## src/hdl/iag_pkg.sv

```systemverilog
// ----------------------------------------------------------------------------
// iag_pkg
// Widths, register codes and shared structs of the im2col address generator.
// ----------------------------------------------------------------------------
package iag_pkg;

  localparam int CFG_IDX_W  = 3;
  localparam int CFG_DATA_W = 16;

  localparam int CH_W    = 11;  // channel count register
  localparam int IMG_W   = 9;   // image height / width register
  localparam int KER_W   = 5;   // kernel height / width register
  localparam int BYTE_W  = 8;   // pad, stride, dilation per direction
  localparam int OD_W    = 10;  // derived output size
  localparam int NUM_W   = 10;  // non-negative size numerator
  localparam int NUM_S_W = 14;  // signed size numerator
  localparam int SRC_W   = 11;  // signed source row / column
  localparam int OFF_W   = 10;  // kernel offset (index times dilation)
  localparam int ADDR_W  = 26;
  localparam int CROW_W  = 18;
  localparam int CCOL_W  = 16;

  typedef enum logic [CFG_IDX_W-1:0] {
    REG_CHANNEL_COUNT  = 3'd0,
    REG_IMAGE_HEIGHT   = 3'd1,
    REG_IMAGE_WIDTH    = 3'd2,
    REG_KERNEL_HEIGHT  = 3'd3,
    REG_KERNEL_WIDTH   = 3'd4,
    REG_PAD_SIZES      = 3'd5,
    REG_STRIDE_SIZES   = 3'd6,
    REG_DILATION_SIZES = 3'd7
  } cfg_reg_t;

  localparam logic [CH_W-1:0]       RST_CHANNEL_COUNT  = 11'd1;
  localparam logic [IMG_W-1:0]      RST_IMAGE_HEIGHT   = 9'd8;
  localparam logic [IMG_W-1:0]      RST_IMAGE_WIDTH    = 9'd8;
  localparam logic [KER_W-1:0]      RST_KERNEL_HEIGHT  = 5'd3;
  localparam logic [KER_W-1:0]      RST_KERNEL_WIDTH   = 5'd3;
  localparam logic [CFG_DATA_W-1:0] RST_PAD_SIZES      = 16'd0;
  localparam logic [CFG_DATA_W-1:0] RST_STRIDE_SIZES   = 16'h0101;
  localparam logic [CFG_DATA_W-1:0] RST_DILATION_SIZES = 16'h0101;

  // derived geometry handed from the config unit to the walker
  typedef struct packed {
    logic [CH_W-1:0]   eff_c;
    logic [IMG_W-1:0]  eff_h;
    logic [IMG_W-1:0]  eff_w;
    logic [KER_W-1:0]  eff_kh;
    logic [KER_W-1:0]  eff_kw;
    logic [BYTE_W-1:0] pad_v;
    logic [BYTE_W-1:0] pad_h;
    logic [BYTE_W-1:0] str_v;
    logic [BYTE_W-1:0] str_h;
    logic [BYTE_W-1:0] dil_v;
    logic [BYTE_W-1:0] dil_h;
    logic [ADDR_W-1:0] plane;
    logic [OD_W-1:0]   out_h;
    logic [OD_W-1:0]   out_w;
    logic              cfg_err;
  } geom_t;

  typedef struct packed {
    logic [ADDR_W-1:0] element_address;
    logic              is_padding;
    logic [CROW_W-1:0] column_row;
    logic [CCOL_W-1:0] column_col;
    logic              last_element;
    logic              config_error;
  } result_t;

endpackage

```

## src/hdl/iag_item_if.sv

```systemverilog
// ----------------------------------------------------------------------------
// iag_item_if
// Input channel: one restart flag per transaction.
// ----------------------------------------------------------------------------
interface iag_item_if;
  logic valid;
  logic ready;
  logic restart;

  modport source (output valid, output restart, input ready);
  modport sink (input valid, input restart, output ready);
endinterface

```

## src/hdl/iag_result_if.sv

```systemverilog
// ----------------------------------------------------------------------------
// iag_result_if
// Result channel: one column-matrix element per transaction.
// ----------------------------------------------------------------------------
interface iag_result_if;
  import iag_pkg::*;

  logic              valid;
  logic              ready;
  logic [ADDR_W-1:0] element_address;
  logic              is_padding;
  logic [CROW_W-1:0] column_row;
  logic [CCOL_W-1:0] column_col;
  logic              last_element;
  logic              config_error;

  modport source (output valid, output element_address, output is_padding,
                  output column_row, output column_col, output last_element,
                  output config_error, input ready);
  modport sink (input valid, input element_address, input is_padding,
                input column_row, input column_col, input last_element,
                input config_error, output ready);
endinterface

```

## src/hdl/im2col_address_generator.sv

```systemverilog
// ----------------------------------------------------------------------------
// im2col_address_generator
// Walks the im2col column matrix with padding, stride and dilation.
// ----------------------------------------------------------------------------
// Each item transaction on "item" yields exactly one result transaction on
// "result": the element at the current position (or at the first element when
// restart is set), after which the position moves on by one. The walk order
// is channel, kernel row, kernel column, output row, output column, outermost
// first, and wraps to the start after the last element (last_element = 1).
// Throughput is one element per clock unless the skid entry is full or the
// geometry is being derived: the position counters and incremental source
// row/column registers feed one 9x9 multiply plus add for the address,
// straight into a two-entry output buffer, so an item is still taken while
// one result is stalled downstream. After reset and after every register
// write the block derives output height and width with two bit-serial
// dividers; item ready stays low while it prepares, divides, sees the
// dividers done and finishes. A write also returns the walk to the first
// element. When either derived output size is not positive, every result
// carries config_error = 1 with all other fields zero and the walk holds.
// ----------------------------------------------------------------------------
module im2col_address_generator #(
  parameter int MAX_DIM      = 256,
  parameter int MAX_CHANNELS = 1024,
  parameter int MAX_KERNEL   = 16
) (
  input  logic                          clk,
  input  logic                          rst,
  iag_item_if.sink                      item,
  iag_result_if.source                  result,
  input  logic                          write_enable,
  input  logic [iag_pkg::CFG_IDX_W-1:0]  register_index,
  input  logic [iag_pkg::CFG_DATA_W-1:0] write_data
);
  import iag_pkg::*;

  geom_t   geom;
  result_t res;
  logic    cfg_busy;
  logic    cfg_load;
  logic    buf_space;
  logic    fire;

  // register file and geometry derivation
  iag_cfg #(
    .MAX_DIM      (MAX_DIM),
    .MAX_CHANNELS (MAX_CHANNELS),
    .MAX_KERNEL   (MAX_KERNEL)
  ) u_cfg (
    .clk            (clk),
    .rst            (rst),
    .write_enable   (write_enable),
    .register_index (register_index),
    .write_data     (write_data),
    .geom           (geom),
    .busy           (cfg_busy),
    .load           (cfg_load)
  );

  // accept while the skid entry is free and the geometry is settled
  assign item.ready = buf_space && !cfg_busy;
  assign fire       = item.valid && item.ready;

  // position counters; the result is formed in the cycle of acceptance
  iag_walk u_walk (
    .clk     (clk),
    .rst     (rst),
    .load    (cfg_load),
    .step    (fire),
    .restart (item.restart),
    .geom    (geom),
    .res     (res)
  );

  // result register and skid entry
  iag_obuf u_obuf (
    .clk    (clk),
    .rst    (rst),
    .push   (fire),
    .data   (res),
    .space  (buf_space),
    .result (result)
  );
endmodule

```

## src/hdl/iag_div.sv

```systemverilog
// ----------------------------------------------------------------------------
// iag_div
// Restoring divider, one quotient bit per cycle.
// ----------------------------------------------------------------------------
module iag_div (
  input  logic                      clk,
  input  logic                      rst,
  input  logic                      start,
  input  logic [iag_pkg::NUM_W-1:0]  numer,
  input  logic [iag_pkg::BYTE_W-1:0] denom,
  output logic                      busy,
  output logic [iag_pkg::NUM_W-1:0]  quot
);
  import iag_pkg::*;

  localparam int CNT_W = $clog2(NUM_W + 1);

  logic [NUM_W-1:0]  shift;
  logic [BYTE_W-1:0] rem;
  logic [BYTE_W-1:0] dvs;
  logic [CNT_W-1:0]  cnt;
  logic [BYTE_W:0]   trial;
  logic              fits;

  assign trial = {rem, shift[NUM_W-1]};
  assign fits  = trial >= {1'b0, dvs};

  always_ff @(posedge clk) begin
    if (rst) begin
      busy <= 1'b0;
      cnt  <= '0;
    end else if (start) begin
      busy <= 1'b1;
      cnt  <= CNT_W'(NUM_W);
    end else if (busy) begin
      cnt  <= cnt - 1'b1;
      busy <= cnt != CNT_W'(1);
    end
  end

  always_ff @(posedge clk) begin
    if (start) begin
      shift <= numer;
      rem   <= '0;
      dvs   <= denom;
      quot  <= '0;
    end else if (busy) begin
      shift <= {shift[NUM_W-2:0], 1'b0};
      rem   <= fits ? BYTE_W'(trial - {1'b0, dvs}) : trial[BYTE_W-1:0];
      quot  <= {quot[NUM_W-2:0], fits};
    end
  end
endmodule

```

## src/hdl/iag_cfg.sv

```systemverilog
// ----------------------------------------------------------------------------
// iag_cfg
// Configuration registers and derivation of the walk geometry.
// ----------------------------------------------------------------------------
module iag_cfg #(
  parameter int MAX_DIM      = 256,
  parameter int MAX_CHANNELS = 1024,
  parameter int MAX_KERNEL   = 16
) (
  input  logic                          clk,
  input  logic                          rst,
  input  logic                          write_enable,
  input  logic [iag_pkg::CFG_IDX_W-1:0]  register_index,
  input  logic [iag_pkg::CFG_DATA_W-1:0] write_data,
  output iag_pkg::geom_t                geom,
  output logic                          busy,
  output logic                          load
);
  import iag_pkg::*;

  localparam int CH_LIM  = (MAX_CHANNELS < 2047) ? MAX_CHANNELS : 2047;
  localparam int IMG_LIM = (MAX_DIM < 511) ? MAX_DIM : 511;
  localparam int KER_LIM = (MAX_KERNEL < 31) ? MAX_KERNEL : 31;
  localparam int OUT_LIM = (MAX_DIM < 1023) ? MAX_DIM : 1023;

  typedef enum logic [3:0] {
    ST_IDLE = 4'b0001,
    ST_PREP = 4'b0010,
    ST_DIV  = 4'b0100,
    ST_FIN  = 4'b1000
  } cfg_state_t;

  cfg_state_t state, state_next;

  logic [CH_W-1:0]       channel_count;
  logic [IMG_W-1:0]      image_height, image_width;
  logic [KER_W-1:0]      kernel_height, kernel_width;
  logic [CFG_DATA_W-1:0] pad_sizes, stride_sizes, dilation_sizes;

  logic [CH_W-1:0]          c_eff;
  logic [IMG_W-1:0]         h_eff, w_eff;
  logic [KER_W-1:0]         kh_eff, kw_eff;
  logic [BYTE_W-1:0]        sv, sh, dv, dh;
  logic [BYTE_W+KER_W-1:0]  span_v, span_h;
  logic signed [NUM_S_W-1:0] num_v, num_h;
  logic [2*IMG_W-1:0]       plane_c;
  logic                     neg_v, neg_h;
  logic                     busy_v, busy_h;
  logic [NUM_W-1:0]         quot_v, quot_h;
  logic [NUM_W:0]           o_v, o_h;
  logic [OD_W-1:0]          out_v, out_h;

  // register file
  always_ff @(posedge clk) begin
    if (rst) begin
      channel_count  <= RST_CHANNEL_COUNT;
      image_height   <= RST_IMAGE_HEIGHT;
      image_width    <= RST_IMAGE_WIDTH;
      kernel_height  <= RST_KERNEL_HEIGHT;
      kernel_width   <= RST_KERNEL_WIDTH;
      pad_sizes      <= RST_PAD_SIZES;
      stride_sizes   <= RST_STRIDE_SIZES;
      dilation_sizes <= RST_DILATION_SIZES;
    end else if (write_enable) begin
      case (cfg_reg_t'(register_index))
        REG_CHANNEL_COUNT:  channel_count  <= write_data[CH_W-1:0];
        REG_IMAGE_HEIGHT:   image_height   <= write_data[IMG_W-1:0];
        REG_IMAGE_WIDTH:    image_width    <= write_data[IMG_W-1:0];
        REG_KERNEL_HEIGHT:  kernel_height  <= write_data[KER_W-1:0];
        REG_KERNEL_WIDTH:   kernel_width   <= write_data[KER_W-1:0];
        REG_PAD_SIZES:      pad_sizes      <= write_data;
        REG_STRIDE_SIZES:   stride_sizes   <= write_data;
        REG_DILATION_SIZES: dilation_sizes <= write_data;
        default: ;
      endcase
    end
  end

  // clamp sizes: zero counts as one, saturate at the limits
  always_comb begin
    c_eff  = (channel_count == '0) ? CH_W'(1) :
             (channel_count > CH_W'(CH_LIM)) ? CH_W'(CH_LIM) : channel_count;
    h_eff  = (image_height == '0) ? IMG_W'(1) :
             (image_height > IMG_W'(IMG_LIM)) ? IMG_W'(IMG_LIM) : image_height;
    w_eff  = (image_width == '0) ? IMG_W'(1) :
             (image_width > IMG_W'(IMG_LIM)) ? IMG_W'(IMG_LIM) : image_width;
    kh_eff = (kernel_height == '0) ? KER_W'(1) :
             (kernel_height > KER_W'(KER_LIM)) ? KER_W'(KER_LIM) : kernel_height;
    kw_eff = (kernel_width == '0) ? KER_W'(1) :
             (kernel_width > KER_W'(KER_LIM)) ? KER_W'(KER_LIM) : kernel_width;
    sv = (stride_sizes[15:8] == '0) ? BYTE_W'(1) : stride_sizes[15:8];
    sh = (stride_sizes[7:0] == '0) ? BYTE_W'(1) : stride_sizes[7:0];
    dv = (dilation_sizes[15:8] == '0) ? BYTE_W'(1) : dilation_sizes[15:8];
    dh = (dilation_sizes[7:0] == '0) ? BYTE_W'(1) : dilation_sizes[7:0];
  end

  // numerator: image + 2*pad - (dil*(k-1) + 1)
  assign span_v  = dv * (kh_eff - KER_W'(1));
  assign span_h  = dh * (kw_eff - KER_W'(1));
  assign num_v   = $signed(NUM_S_W'(h_eff)) + $signed(NUM_S_W'({pad_sizes[15:8], 1'b0}))
                 - $signed(NUM_S_W'(span_v)) - $signed(NUM_S_W'(1));
  assign num_h   = $signed(NUM_S_W'(w_eff)) + $signed(NUM_S_W'({pad_sizes[7:0], 1'b0}))
                 - $signed(NUM_S_W'(span_h)) - $signed(NUM_S_W'(1));
  assign plane_c = h_eff * w_eff;

  iag_div u_div_v (
    .clk   (clk),
    .rst   (rst),
    .start (state == ST_PREP),
    .numer (num_v[NUM_W-1:0]),
    .denom (sv),
    .busy  (busy_v),
    .quot  (quot_v)
  );

  iag_div u_div_h (
    .clk   (clk),
    .rst   (rst),
    .start (state == ST_PREP),
    .numer (num_h[NUM_W-1:0]),
    .denom (sh),
    .busy  (busy_h),
    .quot  (quot_h)
  );

  // quotient + 1, zero when the numerator went negative, saturate at the limit
  assign o_v   = {1'b0, quot_v} + (NUM_W+1)'(1);
  assign o_h   = {1'b0, quot_h} + (NUM_W+1)'(1);
  assign out_v = neg_v ? '0 : (o_v > (NUM_W+1)'(OUT_LIM)) ? OD_W'(OUT_LIM) : OD_W'(o_v);
  assign out_h = neg_h ? '0 : (o_h > (NUM_W+1)'(OUT_LIM)) ? OD_W'(OUT_LIM) : OD_W'(o_h);

  always_comb begin
    state_next = state;
    case (state)
      ST_IDLE: state_next = ST_IDLE;
      ST_PREP: state_next = ST_DIV;
      ST_DIV:  if (!busy_v && !busy_h) state_next = ST_FIN;
      ST_FIN:  state_next = ST_IDLE;
      default: state_next = ST_PREP;
    endcase
    if (write_enable) state_next = ST_PREP;
  end

  always_ff @(posedge clk) begin
    if (rst) begin
      state <= ST_PREP;
    end else begin
      state <= state_next;
    end
  end

  always_ff @(posedge clk) begin
    if (state == ST_PREP) begin
      geom.eff_c  <= c_eff;
      geom.eff_h  <= h_eff;
      geom.eff_w  <= w_eff;
      geom.eff_kh <= kh_eff;
      geom.eff_kw <= kw_eff;
      geom.pad_v  <= pad_sizes[15:8];
      geom.pad_h  <= pad_sizes[7:0];
      geom.str_v  <= sv;
      geom.str_h  <= sh;
      geom.dil_v  <= dv;
      geom.dil_h  <= dh;
      geom.plane  <= ADDR_W'(plane_c);
      neg_v       <= num_v[NUM_S_W-1];
      neg_h       <= num_h[NUM_S_W-1];
    end
    if (state == ST_FIN) begin
      geom.out_h   <= out_v;
      geom.out_w   <= out_h;
      geom.cfg_err <= (out_v == '0) || (out_h == '0);
    end
  end

  assign busy = state != ST_IDLE;
  assign load = state == ST_FIN;
endmodule

```

## src/hdl/iag_walk.sv

```systemverilog
// ----------------------------------------------------------------------------
// iag_walk
// Nested position counters with incremental source coordinates.
// ----------------------------------------------------------------------------
module iag_walk (
  input  logic             clk,
  input  logic             rst,
  input  logic             load,
  input  logic             step,
  input  logic             restart,
  input  iag_pkg::geom_t   geom,
  output iag_pkg::result_t res
);
  import iag_pkg::*;

  logic [CH_W-1:0]   ch, ch_next, cur_ch;
  logic [KER_W-1:0]  kr, kr_next, cur_kr;
  logic [KER_W-1:0]  kc, kc_next, cur_kc;
  logic [OD_W-1:0]   orow, orow_next, cur_orow;
  logic [OD_W-1:0]   ocol, ocol_next, cur_ocol;
  logic [SRC_W-1:0]  src_row, src_row_next, cur_row;   // two's complement
  logic [SRC_W-1:0]  src_col, src_col_next, cur_col;
  logic [OFF_W-1:0]  kr_off, kr_off_next, cur_kr_off;
  logic [OFF_W-1:0]  kc_off, kc_off_next, cur_kc_off;
  logic [ADDR_W-1:0] chan_base, chan_base_next, cur_base;
  logic [CROW_W-1:0] col_row, col_row_next, cur_crow;
  logic [CCOL_W-1:0] col_col, col_col_next, cur_ccol;

  logic [SRC_W-1:0]   row_start, col_start;
  logic               oc_wrap, or_wrap, kc_wrap, kr_wrap, ch_wrap;
  logic               row_in, col_in;
  logic [2*IMG_W-1:0] row_prod;
  logic [OFF_W-1:0]   kr_off_inc, kc_off_inc;

  assign row_start = SRC_W'(0) - SRC_W'(geom.pad_v);
  assign col_start = SRC_W'(0) - SRC_W'(geom.pad_h);

  // restart views the start position in the same cycle
  always_comb begin
    if (restart) begin
      cur_ch = '0; cur_kr = '0; cur_kc = '0; cur_orow = '0; cur_ocol = '0;
      cur_row = row_start; cur_col = col_start;
      cur_kr_off = '0; cur_kc_off = '0;
      cur_base = '0; cur_crow = '0; cur_ccol = '0;
    end else begin
      cur_ch = ch; cur_kr = kr; cur_kc = kc; cur_orow = orow; cur_ocol = ocol;
      cur_row = src_row; cur_col = src_col;
      cur_kr_off = kr_off; cur_kc_off = kc_off;
      cur_base = chan_base; cur_crow = col_row; cur_ccol = col_col;
    end
  end

  assign oc_wrap = ({1'b0, cur_ocol} + (OD_W+1)'(1)) == {1'b0, geom.out_w};
  assign or_wrap = ({1'b0, cur_orow} + (OD_W+1)'(1)) == {1'b0, geom.out_h};
  assign kc_wrap = ({1'b0, cur_kc} + (KER_W+1)'(1)) == {1'b0, geom.eff_kw};
  assign kr_wrap = ({1'b0, cur_kr} + (KER_W+1)'(1)) == {1'b0, geom.eff_kh};
  assign ch_wrap = ({1'b0, cur_ch} + (CH_W+1)'(1)) == {1'b0, geom.eff_c};

  assign kr_off_inc = cur_kr_off + OFF_W'(geom.dil_v);
  assign kc_off_inc = cur_kc_off + OFF_W'(geom.dil_h);

  // advance by one element
  always_comb begin
    ch_next = cur_ch; kr_next = cur_kr; kc_next = cur_kc;
    orow_next = cur_orow; ocol_next = cur_ocol;
    src_row_next = cur_row; src_col_next = cur_col;
    kr_off_next = cur_kr_off; kc_off_next = cur_kc_off;
    chan_base_next = cur_base;
    col_row_next = cur_crow;
    col_col_next = cur_ccol + CCOL_W'(1);
    if (!oc_wrap) begin
      ocol_next    = cur_ocol + OD_W'(1);
      src_col_next = cur_col + SRC_W'(geom.str_h);
    end else begin
      ocol_next = '0;
      if (!or_wrap) begin
        orow_next    = cur_orow + OD_W'(1);
        src_row_next = cur_row + SRC_W'(geom.str_v);
        src_col_next = SRC_W'(cur_kc_off) + col_start;
      end else begin
        orow_next    = '0;
        col_col_next = '0;
        col_row_next = cur_crow + CROW_W'(1);
        if (!kc_wrap) begin
          kc_next      = cur_kc + KER_W'(1);
          kc_off_next  = kc_off_inc;
          src_col_next = SRC_W'(kc_off_inc) + col_start;
          src_row_next = SRC_W'(cur_kr_off) + row_start;
        end else begin
          kc_next      = '0;
          kc_off_next  = '0;
          src_col_next = col_start;
          if (!kr_wrap) begin
            kr_next      = cur_kr + KER_W'(1);
            kr_off_next  = kr_off_inc;
            src_row_next = SRC_W'(kr_off_inc) + row_start;
          end else begin
            kr_next      = '0;
            kr_off_next  = '0;
            src_row_next = row_start;
            if (!ch_wrap) begin
              ch_next        = cur_ch + CH_W'(1);
              chan_base_next = cur_base + geom.plane;
            end else begin
              ch_next        = '0;
              chan_base_next = '0;
              col_row_next   = '0;
            end
          end
        end
      end
    end
  end

  // element at the current position
  assign row_in   = !cur_row[SRC_W-1] && (cur_row[SRC_W-2:0] < {1'b0, geom.eff_h});
  assign col_in   = !cur_col[SRC_W-1] && (cur_col[SRC_W-2:0] < {1'b0, geom.eff_w});
  assign row_prod = cur_row[IMG_W-1:0] * geom.eff_w;

  always_comb begin
    res = '0;
    if (geom.cfg_err) begin
      res.config_error = 1'b1;
    end else begin
      res.is_padding      = !(row_in && col_in);
      res.element_address = res.is_padding ? '0 :
                            cur_base + ADDR_W'(row_prod) + ADDR_W'(cur_col[IMG_W-1:0]);
      res.column_row      = cur_crow;
      res.column_col      = cur_ccol;
      res.last_element    = oc_wrap && or_wrap && kc_wrap && kr_wrap && ch_wrap;
    end
  end

  always_ff @(posedge clk) begin
    if (rst || load) begin
      ch <= '0; kr <= '0; kc <= '0; orow <= '0; ocol <= '0;
      src_row <= row_start; src_col <= col_start;
      kr_off <= '0; kc_off <= '0;
      chan_base <= '0; col_row <= '0; col_col <= '0;
    end else if (step && !geom.cfg_err) begin
      ch <= ch_next; kr <= kr_next; kc <= kc_next;
      orow <= orow_next; ocol <= ocol_next;
      src_row <= src_row_next; src_col <= src_col_next;
      kr_off <= kr_off_next; kc_off <= kc_off_next;
      chan_base <= chan_base_next; col_row <= col_row_next; col_col <= col_col_next;
    end
  end
endmodule

```

## src/hdl/iag_obuf.sv

```systemverilog
// ----------------------------------------------------------------------------
// iag_obuf
// Output register with a skid entry behind it.
// ----------------------------------------------------------------------------
module iag_obuf (
  input  logic             clk,
  input  logic             rst,
  input  logic             push,
  input  iag_pkg::result_t data,
  output logic             space,
  iag_result_if.source     result
);
  import iag_pkg::*;

  result_t head, skid;
  logic    head_valid, skid_valid;
  logic    pop;

  assign pop   = head_valid && result.ready;
  assign space = !skid_valid;

  always_ff @(posedge clk) begin
    if (rst) begin
      head_valid <= 1'b0;
      skid_valid <= 1'b0;
    end else if (pop) begin
      if (skid_valid) begin
        skid_valid <= 1'b0;
      end else begin
        head_valid <= push;
      end
    end else if (push) begin
      if (head_valid) begin
        skid_valid <= 1'b1;
      end else begin
        head_valid <= 1'b1;
      end
    end
  end

  always_ff @(posedge clk) begin
    if (pop) begin
      head <= skid_valid ? skid : data;
    end else if (push && !head_valid) begin
      head <= data;
    end
    if (push && head_valid && !pop) begin
      skid <= data;
    end
  end

  assign result.valid           = head_valid;
  assign result.element_address = head.element_address;
  assign result.is_padding      = head.is_padding;
  assign result.column_row      = head.column_row;
  assign result.column_col      = head.column_col;
  assign result.last_element    = head.last_element;
  assign result.config_error    = head.config_error;
endmodule

```

## src/flat_wrapper.sv

```systemverilog
// flat-port wrapper written by rule: the top's interface ports become plain ports
module im2col_address_generator_flat import iag_pkg::*;
#(
  parameter int MAX_DIM      = 256,
  parameter int MAX_CHANNELS = 1024,
  parameter int MAX_KERNEL   = 16
)
  (clk, rst, write_enable, register_index, write_data, item_valid, item_restart, item_ready, result_valid, result_element_address, result_is_padding, result_column_row, result_column_col, result_last_element, result_config_error, result_ready);
  iag_item_if item_i ();
  iag_result_if result_i ();
  input  logic clk;
  input  logic rst;
  input  logic write_enable;
  input  logic [iag_pkg::CFG_IDX_W-1:0] register_index;
  input  logic [iag_pkg::CFG_DATA_W-1:0] write_data;
  input wire logic [$bits(item_i.valid)-1:0] item_valid;
  input wire logic [$bits(item_i.restart)-1:0] item_restart;
  output wire logic [$bits(item_i.ready)-1:0] item_ready;
  output wire logic [$bits(result_i.valid)-1:0] result_valid;
  output wire logic [$bits(result_i.element_address)-1:0] result_element_address;
  output wire logic [$bits(result_i.is_padding)-1:0] result_is_padding;
  output wire logic [$bits(result_i.column_row)-1:0] result_column_row;
  output wire logic [$bits(result_i.column_col)-1:0] result_column_col;
  output wire logic [$bits(result_i.last_element)-1:0] result_last_element;
  output wire logic [$bits(result_i.config_error)-1:0] result_config_error;
  input wire logic [$bits(result_i.ready)-1:0] result_ready;
  assign item_i.valid = item_valid;
  assign item_i.restart = item_restart;
  assign item_ready = item_i.ready;
  assign result_valid = result_i.valid;
  assign result_element_address = result_i.element_address;
  assign result_is_padding = result_i.is_padding;
  assign result_column_row = result_i.column_row;
  assign result_column_col = result_i.column_col;
  assign result_last_element = result_i.last_element;
  assign result_config_error = result_i.config_error;
  assign result_i.ready = result_ready;
  im2col_address_generator #(.MAX_DIM(MAX_DIM), .MAX_CHANNELS(MAX_CHANNELS), .MAX_KERNEL(MAX_KERNEL)) u_core (.clk(clk), .rst(rst), .item(item_i), .result(result_i), .write_enable(write_enable), .register_index(register_index), .write_data(write_data));
endmodule
```

## config.mk

```make
export PLATFORM = sky130hd
export DESIGN_NAME = im2col_address_generator_flat
export DESIGN_NICKNAME = d
export VERILOG_FILES = /design/src/hdl/iag_pkg.sv /design/src/hdl/iag_item_if.sv /design/src/hdl/iag_result_if.sv /design/src/hdl/im2col_address_generator.sv /design/src/hdl/iag_div.sv /design/src/hdl/iag_cfg.sv /design/src/hdl/iag_walk.sv /design/src/hdl/iag_obuf.sv /design/src/flat_wrapper.sv
export SDC_FILE = /design/constraint.sdc
export NUM_CORES = 2
export LEC_CHECK = 0
export ABC_AREA = 1
export BUFFER_PORTS_ARGS = -buffer_cell sky130_fd_sc_hd__buf_2
export CAP_MARGIN = 10
export CORE_AREA = 5 5 281 283
export DETAILED_ROUTE_END_ITERATION = 8
export DIE_AREA = 0 0 286 288
export PLACE_DENSITY_LB_ADDON = 0.2
export SYNTH_ARGS = -nofsm -noshare
export SYNTH_HDL_FRONTEND = slang
export SYNTH_SLANG_ARGS = --single-unit
```

## constraint.sdc

```tcl
create_clock -name clk -period 8.8 [get_ports clk]
set_input_delay 0.44 -clock clk [delete_from_list [all_inputs] [get_ports clk]]
set_output_delay 0.44 -clock clk [all_outputs]
set_load 0.005 [all_outputs]
```

==> metrics.md <==
| Metric | Value |
|---|---|
| Outcome | `completed` |
| Die width | `286 um` |
| Core area | `76450 um2` |
| Worst-margin pin slew | `1.118 ns` |
| Starting density of the core | `0.5402` |
| Power share of the combinational group | `0.324` |
| Die height | `288 um` |
| Largest stage delay on the critical path | `0.56 ns` |
| P_int | `5.559 mW` |
| Wire length per cell | `17.65 um` |
| HPWL Detailed | `85190 um` |
| TritonCTS Buffers | `66` |
| Max VDD drop | `0.1419 mV` |
| Post-CTS Setup Inserts | `0` |
| Prevailing post-synth register cell | `edfxtp_1` |
| First-pass DRT Iterations | `6` |
| Final Cycle Share | `0.8249` |
| First-pass GRT wire length | `178400 um` |
| FFs w/ async S/R, synth | `0` |
| Rows | `102` |
| CP Capture Type | `flop` |
| FF-to-FF setup slack | `1.54 ns` |
| Synth Area in Compound Gates | `0.1141` |
| Yosys reg bits | `556` |
| Final Hold Viols | `0` |
| Depth of the CTS H-tree | `3` |
| P_sw | `3.067 mW` |
| Initial antenna violation count | `3` |
| Worst hold start | `write_data[14]` |
| Worst Hold Class | `in -> reg` |
| Syn_area_per_cell | `7.804 um2` |
| Clk_skew | `0.03525 ns` |
| Maximum clock rate | `137.8 MHz` |
| Critical path's most frequent cell | `nand2_1` |
| Global-route usage over all layers | `0.2703` |
| Largest family of logic cells by synthesized area | `simple AND/OR/NAND/NOR gates` |
| Antenna Cells | `0` |
| Worst setup path startpoint | `u_core.u_cfg.geom[87]` |
| Maxcap violations | `0` |
| Post-synth cell types | `63` |
| First DRT Iteration DRCs | `2980` |
| Clock latency on the worst-skew pair | `0.62 ns` |
| Adder-cell share of the synthesized area | `0.1917` |
| Drt total wl | `112400 um` |
| Setup TNS | `0 ns` |
| Switching share of power | `0.3556` |
| Crit path to | `u_core.u_obuf.result.element_address[23]` |
| Placer's final routability congestion estimate | `0.9866` |
| Via count | `34668` |
| Hold buffers post-CTS | `0` |
| Pwr Density | `192.4 nW/um2` |
| R2r startpoint | `u_core.u_cfg.geom[87]` |
| CTS Root Cell | `clkbuf_16` |
| Number of synthesized flops with an enable pin | `296` |
| Setup violations, final | `0` |
| Post-layout util | `0.5863` |
| Data required time at the worst endpoint | `9.12 ns` |
| Port bufs | `89` |
| Vias in the first global route | `32731` |
| Cells on worst reg2reg path | `32` |
| Slowest CP cell | `fa_1` |
| Clk slew on worst S/H paths | `0.06 ns` |
| DRC | `0` |
| Routed Antenna Nets | `0` |
| P&R area growth vs syn | `8.535%` |
| IO Pins | `90` |
| Syn. warnings | `0` |
| Clk pwr share | `0.330` |
| Startpoint types | `flop` |
| CTS Buffer Depth | `3` |
| Clock sinks | `556` |
| Reg-to-reg endpoint | `u_core.u_obuf.result.element_address[23]` |
| Post-Synth Simple-Gate Area | `0.2084` |
| WS Path Type | `reg -> reg` |
| Via density | `5.446` |
| Layout cell share with drive strength beyond 1 | `0.05801` |
| Slew HR | `0.2536` |
| Worst Path Max Fanout | `10` |
| Design Power | `8.626 mW` |
| Xor/xnor share of the synthesized area | `0.04175` |
| CTS tree | `yes` |
| Final Slew Violations | `0` |
| Min cycle time layout | `7.259 ns` |
| Mapped Area | `41300 um2` |
| Crit path DAT | `7.58 ns` |
| Mux share of post-synthesis cell area | `0.0002424` |
| RSZ-0062 raised after global routing | `false` |
| Sequential element share of the synthesized area | `0.3413` |
| GR Overflow Total | `0` |
| Sequential share of power | `0.346` |
| Largest net degree at the start of global routing | `90` |
| Leak pwr | `21.29 nW` |
| Die ar. | `82370 um2` |
| Post_cts resized | `0` |
| Cells after Synth | `5292` |
| Final nets | `5860` |
## power by group through the flow
stage,clock [mW],combinational (mW),sequential [mW]
3_5_place_dp,0,2.75,3.03
3_3_place_gp,0,2.74,3.03
2_1_floorplan,0,2.05,2.98
6_report,2.85,2.80,2.98
5_1_grt,3.01,3.16,2.99
4_1_cts,2.89,2.77,2.98
## sequential cells by signal, summed over array words and instances (netlist names), 11 cells and up
name                                  flops
u_core.u_obuf.result.column_row          18
u_core.u_walk.ch                         11
u_core.u_cfg.geom                       110
u_core.u_cfg.stride_sizes                16
u_core.u_walk.chan_base                  26
u_core.u_cfg.channel_count               11
u_core.u_walk.src_row                    11
u_core.u_obuf.skid                       63
u_core.u_walk.src_col                    11
u_core.u_cfg.pad_sizes                   16
u_core.u_obuf.result.column_col          16
u_core.u_walk.col_row                    18
u_core.u_cfg.dilation_sizes              16
u_core.u_walk.col_col                    16
u_core.u_obuf.result.element_address     26
## cells in the final DEF (no fill, tap or decap), types with 65 or more instances in the layout
| cell type | instances |
|---|---|
| nand2_1 | 1088 |
| inv_1 | 888 |
| nor2_1 | 575 |
| a21oi_1 | 362 |
| o21ai_0 | 308 |
| ha_1 | 308 |
| edfxtp_1 | 296 |
| dfxtp_1 | 260 |
| nand3_1 | 222 |
| fa_1 | 203 |
| xor2_1 | 123 |
| buf_2 | 88 |
| clkbuf_16 | 72 |
| xnor2_1 | 65 |
## synthesized netlist by cell type, types with 12 or more instances
cell      instances  area share
nor4_1           12      0.0018
a21oi_1         362       0.044
edfxtp_1        296        0.22
nor3_1           44      0.0053
ha_1            308       0.093
o21ai_0         309       0.037
a22oi_1          28      0.0051
dfxtp_1         260        0.13
nand3_1         222       0.027
xnor2_1          65       0.014
a31oi_1          15      0.0023
buf_1            14      0.0013
o21bai_1         16      0.0029
buf_2            19      0.0023
o22ai_1          21      0.0032
inv_1           889       0.081
nor2_1          581       0.053
o211ai_1         19      0.0035
clkbuf_1        120       0.011
nor2_2           13      0.0020
or2_2            16      0.0024
fa_1            203       0.098
nand2_1        1088       0.099
o21ai_1          52      0.0063
xor2_1          123       0.026
nand4_1          48      0.0073
nand3b_1         12      0.0022
buf_4            12      0.0022
## worst min path at each step
stage | to | slack [ns] | depth (start not counted)
6_report | u_core.u_cfg.stride_sizes[14] | 0.14 | 3
2_1_floorplan | u_core.u_cfg.geom[79] | 0.41 | 0
3_5_place_dp | u_core.u_cfg.u_div_h.dvs[1] | 0.42 | 0
4_1_cts | u_core.u_cfg.stride_sizes[14] | 0.12 | 3
5_1_grt | u_core.u_cfg.stride_sizes[13] | 0.14 | 3
3_3_place_gp | u_core.u_cfg.geom[84] | 0.41 | 0
## cells by family after synthesis
family,count (synthesis)
compound gates,870
flops,556
buf+inv,1087
fa+ha+maj,511
other cells,2
xor+xnor,192
mux,1
simple gates,2073
## metal layers
| layer | wire, um | GRT usage |
|---|---|---|
| met2 | 50050 | 0.4327 |
| met3 | 8507 | 0.03864 |
| met1 | 50590 | 0.3842 |
| met5 | 13 | 0 |
| met4 | 3226 | 0.08023 |
## through the flow
| step | area (um2) | cells | hold slack (ns) | worst slack [ns] |
|---|---|---|---|---|
| 2_1_floorplan | 41360 | 5308 | 0.4082 | 2.142 |
| 3_3_place_gp | 42550 | 6244 | 0.4107 | 1.688 |
| 3_5_place_dp | 42550 | 6244 | 0.4151 | 1.580 |
| 4_1_cts | 44820 | 6366 | 0.1153 | 1.559 |
| 5_1_grt | 44820 | 6366 | 0.1437 | 0.9239 |
| 6_report | 44820 | 6366 | 0.1388 | 1.541 |
## critical path: cells and delay by family, from the launching register on
kind	cells	cell delay (ns)
adders and majority gates	7	3.16
buffers and inverters	6	0.59
DFF	1	0.45
AOI/OAI and AO/OA	7	1.40
and+or+nand+nor	12	1.35
## area by class of cell
| type | count | area, um2 |
|---|---|---|
| clock buffer | 85 | 1891 |
| clock inverter | 37 | 377.9 |
| fill | 6978 | 31620 |
| inverter | 912 | 3426 |
| multi-input combinational | 3665 | 23100 |
| sequential | 556 | 14090 |
| tap | 988 | 1236 |
| timing repair buffer | 123 | 703.2 |
No activity file was read; power rests on OpenSTA's default activity.
